[src/hdl/shared_buffer_multi_queue_core_macros.svh]
// Assertion macros shared by the shared buffer multi queue RTL.
`ifndef SHARED_BUFFER_MULTI_QUEUE_CORE_MACROS_SVH
`define SHARED_BUFFER_MULTI_QUEUE_CORE_MACROS_SVH

// Same-cycle implication, sampled on clk, inactive while arst_n is low.
`define SBMQ_ASSERT_IMPL(label, ante, cons) \
	label: assert property (@(posedge clk) disable iff (!arst_n) (ante) |-> (cons)) \
		else $error("sbmq assertion failed");

// Next-cycle implication, sampled on clk, inactive while arst_n is low.
`define SBMQ_ASSERT_NEXT(label, ante, cons) \
	label: assert property (@(posedge clk) disable iff (!arst_n) (ante) |=> (cons)) \
		else $error("sbmq assertion failed");

`endif

[src/hdl/sbmq_pkg.sv]
// Package with sizes, codes and the command type of the shared buffer multi queue.
package sbmq_pkg;

	localparam int SLOTS  = 16;
	localparam int QUEUES = 4;

	localparam int SLOT_W = $clog2(SLOTS);
	localparam int LINK_W = $clog2(SLOTS + 1);
	localparam int QIDX_W = (QUEUES > 1) ? $clog2(QUEUES) : 1;
	localparam int QID_W  = 2;
	localparam int DATA_W = 32;
	localparam int STAT_W = 2;

	localparam logic [LINK_W-1:0] NULL_LINK = LINK_W'(SLOTS);

	localparam logic REQ_ENQ = 1'b0;
	localparam logic REQ_DEQ = 1'b1;

	localparam logic [STAT_W-1:0] STATUS_OK        = 2'd0;
	localparam logic [STAT_W-1:0] STATUS_OVERFLOW  = 2'd1;
	localparam logic [STAT_W-1:0] STATUS_UNDERFLOW = 2'd2;

	typedef struct packed {
		logic load;
		logic commit;
	} cmd_t;

endpackage

[src/hdl/sbmq_ctrl.sv]
// Controller state machine that sequences each request through read and commit.
module sbmq_ctrl
	import sbmq_pkg::*;
(
	input  logic clk,
	input  logic arst_n,
	input  logic in_valid,
	input  logic out_ready,
	output logic in_ready,
	output logic out_valid,
	output cmd_t cmd
);

	localparam logic ST_IDLE = 1'b0;
	localparam logic ST_EXEC = 1'b1;

	logic state_q;
	logic out_valid_q;

	always_comb begin
		in_ready   = (state_q == ST_IDLE);
		cmd.load   = in_valid && in_ready;
		cmd.commit = (state_q == ST_EXEC) && (!out_valid_q || out_ready);
	end

	assign out_valid = out_valid_q;

	always_ff @(posedge clk or negedge arst_n) begin
		if (!arst_n) begin
			state_q     <= ST_IDLE;
			out_valid_q <= 1'b0;
		end else begin
			case (state_q)
				ST_IDLE: begin
					if (cmd.load) state_q <= ST_EXEC;
				end
				ST_EXEC: begin
					if (cmd.commit) state_q <= ST_IDLE;
				end
				default: state_q <= ST_IDLE;
			endcase
			if (cmd.commit) begin
				out_valid_q <= 1'b1;
			end else if (out_ready) begin
				out_valid_q <= 1'b0;
			end
		end
	end

endmodule

[src/hdl/sbmq_datapath.sv]
// Datapath with queue pointers, free list, link table and data store memories.
module sbmq_datapath
	import sbmq_pkg::*;
(
	input  logic              clk,
	input  logic              arst_n,
	input  cmd_t              cmd,
	input  logic              req_type,
	input  logic [QID_W-1:0]  queue_id,
	input  logic [DATA_W-1:0] data_in,
	output logic [DATA_W-1:0] data_out,
	output logic [STAT_W-1:0] status
);

	logic [SLOT_W-1:0] head_q [QUEUES];
	logic [SLOT_W-1:0] tail_q [QUEUES];
	logic [QUEUES-1:0] nonempty_q;
	logic [LINK_W-1:0] free_head_q;
	logic [LINK_W-1:0] fill_q;

	logic [LINK_W-1:0] link_mem [SLOTS];
	logic [DATA_W-1:0] data_mem [SLOTS];
	logic [LINK_W-1:0] link_rd_q;
	logic [DATA_W-1:0] data_rd_q;

	logic              req_type_s1;
	logic [QID_W-1:0]  qid_s1;
	logic [DATA_W-1:0] data_s1;

	logic [DATA_W-1:0] data_out_q;
	logic [STAT_W-1:0] status_q;

	logic              in_q_ok;
	logic [QIDX_W-1:0] in_qidx;
	logic [SLOT_W-1:0] rd_addr;

	logic              q_ok;
	logic [QIDX_W-1:0] qidx;
	logic              enq_ok;
	logic              deq_ok;
	logic [SLOT_W-1:0] free_slot;
	logic [SLOT_W-1:0] head_slot;
	logic [SLOT_W-1:0] tail_slot;
	logic              last_word;
	logic [LINK_W-1:0] next_free;
	logic              link_we;
	logic [SLOT_W-1:0] link_wr_addr;
	logic [LINK_W-1:0] link_wr_data;

	// The read address is set by the request as it is accepted.
	always_comb begin
		in_q_ok = int'(queue_id) < QUEUES;
		in_qidx = QIDX_W'(queue_id);
		if (req_type == REQ_ENQ) begin
			rd_addr = free_head_q[SLOT_W-1:0];
		end else begin
			rd_addr = in_q_ok ? head_q[in_qidx] : '0;
		end
	end

	always_comb begin
		q_ok      = int'(qid_s1) < QUEUES;
		qidx      = QIDX_W'(qid_s1);
		free_slot = free_head_q[SLOT_W-1:0];
		head_slot = q_ok ? head_q[qidx] : '0;
		tail_slot = q_ok ? tail_q[qidx] : '0;
		enq_ok    = (req_type_s1 == REQ_ENQ) && q_ok && (free_head_q < NULL_LINK);
		deq_ok    = (req_type_s1 == REQ_DEQ) && q_ok && nonempty_q[qidx];
		// A queue holding one word has equal head and tail.
		last_word = (head_slot == tail_slot);
		// A slot not yet handed out since reset still links to its successor.
		if (free_head_q == fill_q) begin
			next_free = free_head_q + LINK_W'(1);
		end else begin
			next_free = link_rd_q;
		end
		link_we      = 1'b0;
		link_wr_addr = tail_slot;
		link_wr_data = LINK_W'(free_slot);
		if (cmd.commit && enq_ok && nonempty_q[qidx]) begin
			link_we = 1'b1;
		end else if (cmd.commit && deq_ok) begin
			link_we      = 1'b1;
			link_wr_addr = head_slot;
			link_wr_data = free_head_q;
		end
	end

	always_ff @(posedge clk) begin
		if (cmd.load) begin
			link_rd_q   <= link_mem[rd_addr];
			data_rd_q   <= data_mem[rd_addr];
			req_type_s1 <= req_type;
			qid_s1      <= queue_id;
			data_s1     <= data_in;
		end
		if (link_we) link_mem[link_wr_addr] <= link_wr_data;
		if (cmd.commit && enq_ok) data_mem[free_slot] <= data_s1;
		if (cmd.commit) begin
			if (deq_ok) begin
				data_out_q <= data_rd_q;
				status_q   <= STATUS_OK;
			end else if (enq_ok) begin
				data_out_q <= '0;
				status_q   <= STATUS_OK;
			end else begin
				data_out_q <= '0;
				status_q   <= (req_type_s1 == REQ_ENQ) ? STATUS_OVERFLOW : STATUS_UNDERFLOW;
			end
		end
	end

	always_ff @(posedge clk or negedge arst_n) begin
		if (!arst_n) begin
			for (int i = 0; i < QUEUES; i++) begin
				head_q[i] <= '0;
				tail_q[i] <= '0;
			end
			nonempty_q  <= '0;
			free_head_q <= '0;
			fill_q      <= '0;
		end else if (cmd.commit) begin
			if (enq_ok) begin
				free_head_q <= next_free;
				if (free_head_q == fill_q) fill_q <= fill_q + LINK_W'(1);
				if (!nonempty_q[qidx]) begin
					head_q[qidx]     <= free_slot;
					nonempty_q[qidx] <= 1'b1;
				end
				tail_q[qidx] <= free_slot;
			end else if (deq_ok) begin
				if (last_word) begin
					nonempty_q[qidx] <= 1'b0;
				end else begin
					head_q[qidx] <= link_rd_q[SLOT_W-1:0];
				end
				free_head_q <= LINK_W'(head_slot);
			end
		end
	end

	assign data_out = data_out_q;
	assign status   = status_q;

endmodule

[src/hdl/shared_buffer_multi_queue_core.sv]
// Four FIFO queues sharing one sixteen-word store through linked lists and a free list.
// Each request runs in two steps: the accept edge reads the link table and the data
// store at the slot the request addresses (free-list head or queue head), and the commit
// edge writes the pointers, link and data and loads the result register. A new request
// is accepted only after the previous one has committed; a result waiting in the output
// register holds back the commit of the following request.
// No clearing pass runs after reset: slots not yet handed out are tracked by a fill
// count, so requests are taken as soon as reset is released.
`include "shared_buffer_multi_queue_core_macros.svh"

module shared_buffer_multi_queue_core
	import sbmq_pkg::*;
(
	input  logic              clk,
	input  logic              arst_n,
	input  logic              s_tvalid,
	output logic              s_tready,
	input  logic [DATA_W-1:0] s_tdata,  // [31:0] data_in
	input  logic [2:0]        s_tuser,  // [0] req_type, [2:1] queue_id
	output logic              m_tvalid,
	input  logic              m_tready,
	output logic [DATA_W-1:0] m_tdata,  // [31:0] data_out
	output logic [STAT_W-1:0] m_tuser   // [1:0] status
);

	cmd_t cmd;

	sbmq_ctrl u_ctrl (
		.clk       (clk),
		.arst_n    (arst_n),
		.in_valid  (s_tvalid),
		.out_ready (m_tready),
		.in_ready  (s_tready),
		.out_valid (m_tvalid),
		.cmd       (cmd)
	);

	sbmq_datapath u_datapath (
		.clk      (clk),
		.arst_n   (arst_n),
		.cmd      (cmd),
		.req_type (s_tuser[0]),
		.queue_id (s_tuser[2:1]),
		.data_in  (s_tdata),
		.data_out (m_tdata),
		.status   (m_tuser)
	);

	// A commit always leaves a result waiting for the consumer.
	`SBMQ_ASSERT_NEXT(a_commit_result, cmd.commit, m_tvalid)
	// Only one request is in flight between accept and commit.
	`SBMQ_ASSERT_NEXT(a_one_in_flight, cmd.load, !s_tready)
	// Failed requests return a zero word.
	`SBMQ_ASSERT_IMPL(a_fail_zero, m_tvalid && (m_tuser != STATUS_OK), m_tdata == '0)
	// Status carries only the three defined codes.
	`SBMQ_ASSERT_IMPL(a_status_code, m_tvalid, (m_tuser == STATUS_OK) || (m_tuser == STATUS_OVERFLOW) || (m_tuser == STATUS_UNDERFLOW))

endmodule
[config.mk]
export PLATFORM = sky130hd
export DESIGN_NAME = shared_buffer_multi_queue_core
export DESIGN_NICKNAME = d
export VERILOG_FILES = /design/src/hdl/sbmq_pkg.sv /design/src/hdl/sbmq_ctrl.sv /design/src/hdl/sbmq_datapath.sv /design/src/hdl/shared_buffer_multi_queue_core.sv
export VERILOG_INCLUDE_DIRS = /design/src /design/src/hdl
export SDC_FILE = /design/constraint.sdc
export NUM_CORES = 1
export LEC_CHECK = 0
export ABC_CLOCK_PERIOD_IN_PS = 12900
export BUFFER_PORTS_ARGS = -buffer_cell sky130_fd_sc_hd__buf_4
export CORE_MARGIN = 8
export CORE_UTILIZATION = 54
export CTS_BUF_LIST = sky130_fd_sc_hd__clkbuf_8
export DETAILED_ROUTE_END_ITERATION = 10
export GPL_TIMING_DRIVEN = 0
export PLACE_DENSITY = 0.78
export SLEW_MARGIN = 20
export SYNTH_ARGS = -nofsm -noshare
export SYNTH_HDL_FRONTEND = slang
export SYNTH_SLANG_ARGS = --single-unit
[constraint.sdc]
create_clock -name clk -period 12.9 [get_ports clk]
set_clock_uncertainty 0.05 [all_clocks]
set_input_delay 0 -clock clk [delete_from_list [all_inputs] [get_ports clk]]
set_output_delay 0 -clock clk [all_outputs]
set_load 0.005 [all_outputs]
==> impl_metrics.toml <==
[yosys]
yosysTopAreaCellShare = 0.724
synth_warnings = 0
synth_seq_cells = 746
synth_area_leaders = "edfxtp_1, nand2_1, dfrtp_1"
yosysSeqAreaShare = 0.766
postSynth.asyncResetShare = 0.0643
synth_top_area_cell = "edfxtp_1"
syn_inst = 1903
syn_area_mm2 = 0.0289
synth_top_flop_cell = "edfxtp_1"
synth_edf_count = 698
syn_nets = 1947
avgSynthCellArea_um2 = 15.2
yosys.cell_types.count = 43

[floorplan]
io-pin-count = 75
initial_core_util = 0.542
die_w_um = 248
rows = 85
fp.dieH_um = 248
dieArea_mm2 = 0.0613
core_area_mm2 = 0.0534

[critical_path]
critPathLaunch = "u_datapath.free_head_q[3]$_DFFE_PN0P_"
start_kind = "register"
path_cells = "clkbuf_1 > nand2b_1 > nor2_1 > a31oi_2 > clkbuf_1 > a221oi_1 > a21oi_1 > nand2_1"
r2r-start = "u_datapath.free_head_q[3]$_DFFE_PN0P_"
crit_end = "u_datapath.data_rd_q[30]$_DFFE_PP_"
path_class = "reg -> reg"
worst-path-buf-inv = 2
critical_path_depth = 8
cp.arrival_ns = 4.24
endpoint_kind = "register"
r2r-end = "u_datapath.data_rd_q[30]$_DFFE_PP_"
cp.required_ns = 13.28
crit_family = "compound AO/OA/AOI/OAI gates"
crit_path_max_incr_delay_ns = 0.72
path_common_cell = "clkbuf_1"
cp_slowest_cell = "dfrtp_1"
cp_max_fo = 17
reg2reg_slack_ns = 9.04
rr_worst_depth = 8

[global_routing]
grt_pass1_vias = 18700
grt_use_total = 0.244
grt_first_pass_wirelength_mm = 111
antenna_found_initial = 1
grt_max_degree = 49
overflow = 0

[hold_path]
hold_path_depth = 2
hold_class = "in -> reg"

[drt]
viasPerCell = 6.22
drc = 0
drt_first_pass_iters = 6
drt-initial-drc-count = 2300
vias = 18500
wl_per_cell_um = 25.0
drt-total-wl_mm = 74.6
ant_nets = 0

[clock_tree]
cts_htree_levels = 3
cts_root_buffer = "clkbuf_8"
postCtsSetupBuffers = 0
cts_buffer_depth = 3
post_cts_resized = 0
cts_tree = "done"
cts.sinks = 746
clkSlewWorstSetupHoldPaths_ns = 0.06
clk_latency_ns = 0.70
cts_made_buffers = 113

[sta]
fin_crit_sh = 0.299
max-slew-margin-rel = 0.199
drv_slew = 0
rsz0062_at_grt = "no"
setup_violations = 0
fin_tns_setup_ns = 0
final-hold-violation-count = 0
tightestPinTransition_ns = 1.19
post-route-min-period_ns = 3.86
fmax_mhz = 259

[layout]
final_util = 0.633
fin_nets = 2244
antenna_cells = 0
final_cell_area_mm2 = 0.0338
syn2layout_area_growth_pct = 16.7
drive_gt1_frac = 0.156

[power]
ir_drop_uv = 115
p_leak_nw = 11.9
cellPowerDensity_mw_per_mm2 = 202

[placement]
placed_area_mm2 = 0.0311
place.gp.congestion = 0.918
io_buffers = 74
dp_hpwl_mm = 49.2

[run_status]
status = "completed"

[run]
cap_violations = 0
[power by group]
part | leakage, nW | switching (mW) | internal, mW
combinational | 3.80 | 1.39 | 0.641
clock | 1.15 | 0.873 | 0.854
sequential | 6.92 | 0.141 | 2.92
[cells by family (layout without fill, tap and decap cells)]
family / count (synthesis) / in the layout / share of synthesized area
simple gates: 475 / 475 / 0.0670
flops: 746 / 746 / 0.766
xor+xnor: 14 / 14 / 0.00424
fa+ha+maj: 5 / 5 / 0.00216
buf+inv: 131 / 511 / 0.0210
mux: 105 / 105 / 0.0429
compound gates: 427 / 427 / 0.0971
[layout by cell type (no fill, tap or decap), types with 4 or more instances in the layout]
master | Yosys | layout
edfxtp_1 | 698 | 698
nand2_1 | 360 | 360
a21oi_1 | 227 | 227
clkbuf_8 | 0 | 117
buf_4 | 9 | 97
mux2i_1 | 78 | 78
a32oi_1 | 74 | 74
a221oi_1 | 74 | 74
dlygate4sd3_1 | 0 | 73
clkbuf_1 | 59 | 58
dfrtp_1 | 48 | 48
buf_2 | 47 | 47
inv_1 | 8 | 43
nor2_1 | 47 | 35
and3_1 | 34 | 34
clkinv_1 | 0 | 27
o21ai_0 | 16 | 16
a2bb2oi_1 | 16 | 16
clkinv_2 | 0 | 15
mux4_2 | 13 | 13
mux2_2 | 13 | 13
buf_16 | 0 | 13
nor2_4 | 0 | 12
xnor2_1 | 10 | 10
nand3_1 | 8 | 8
o22ai_1 | 8 | 8
buf_6 | 3 | 7
nand2b_1 | 6 | 6
buf_1 | 5 | 5
ha_1 | 5 | 5
nor2b_1 | 5 | 4
nand4_1 | 4 | 4
nor3_2 | 0 | 4
xor2_1 | 4 | 4
buf_12 | 0 | 4
[layout make-up]
class / instances / area (µm²)
plain buffers: 123 / 581
clock buffers: 117 / 1610
clock inverters: 81 / 362
fillers: 3677 / 19600
inverters: 8 / 30.0
multi-input cells: 1026 / 6290
flip-flops and latches: 746 / 22200
well taps: 696 / 871
repair buffers: 182 / 1870
[flip-flops by register name (all words and copies together) (netlist names), 2 cells and up, named ones only]
signal and cells:
u_datapath.link_mem 80, u_datapath.fill_q 5, u_datapath.data_rd_q 32, u_datapath.data_out 32
u_datapath.head_q 16, u_datapath.tail_q 16, u_datapath.qid_s1 2, u_datapath.data_mem 512
u_datapath.link_rd_q 5, u_datapath.free_head_q 5, u_datapath.status 2, u_datapath.data_s1 32
[worst min-delay path by stage]
stage                    start                                end  slack [ns]
finish              s_tuser[1]     u_datapath.qid_s1[0]$_DFFE_PP_        0.08
global route        s_tuser[1]     u_datapath.qid_s1[0]$_DFFE_PP_        0.07
CTS                 s_tuser[1]     u_datapath.qid_s1[0]$_DFFE_PP_        0.01
detailed placement      arst_n  u_datapath.tail_q[13]$_DFFE_PN0P_       0.001
global placement        arst_n   u_datapath.tail_q[9]$_DFFE_PN0P_       -0.01
floorplan               arst_n                          async pin       -0.35
[Yosys cell counts, types with 16 or more instances]
master,instances
edfxtp_1,698
mux2i_1,78
dfrtp_1,48
a221oi_1,74
a21oi_1,227
nand2_1,360
o21ai_0,16
and3_1,34
clkbuf_1,59
buf_2,47
nor2_1,47
a32oi_1,74
a2bb2oi_1,16
[stage by stage]
stage                     worst slack [ns]  hold slack [ns]  total power [mW]  std cells
after global placement                6.15         -0.00969              4.97       2673
after detailed placement              9.23          0.00119              5.08       2707
after CTS                             9.14           0.0140              6.80       2979
final                                 9.04           0.0816              6.82       2979
after global routing                  8.90           0.0672              7.10       2979
after floorplan                       8.70           -0.346              4.28       1903
[routing by layer]
metal	part of all wire	global-route usage
met1	0.37	0.319
met2	0.47	0.388
met3	0.11	0.0566
met4	0.042	0.113
met5	0	0
[worst reg2reg max path, delay by kind of cell (launching register included)]
kind	cells	cell delay, ns
and+or+nand+nor	3	0.70
buffers and inverters	2	1.04
AOI/OAI and AO/OA	3	1.09
DFF	1	0.72
[what timing repair did]
item,4_1_cts,5_1_grt
hold buffers,74,0
hold endpoints to repair,161,0
endpoints found under the setup margin,0,0
(Power assumes the default switching activity.)
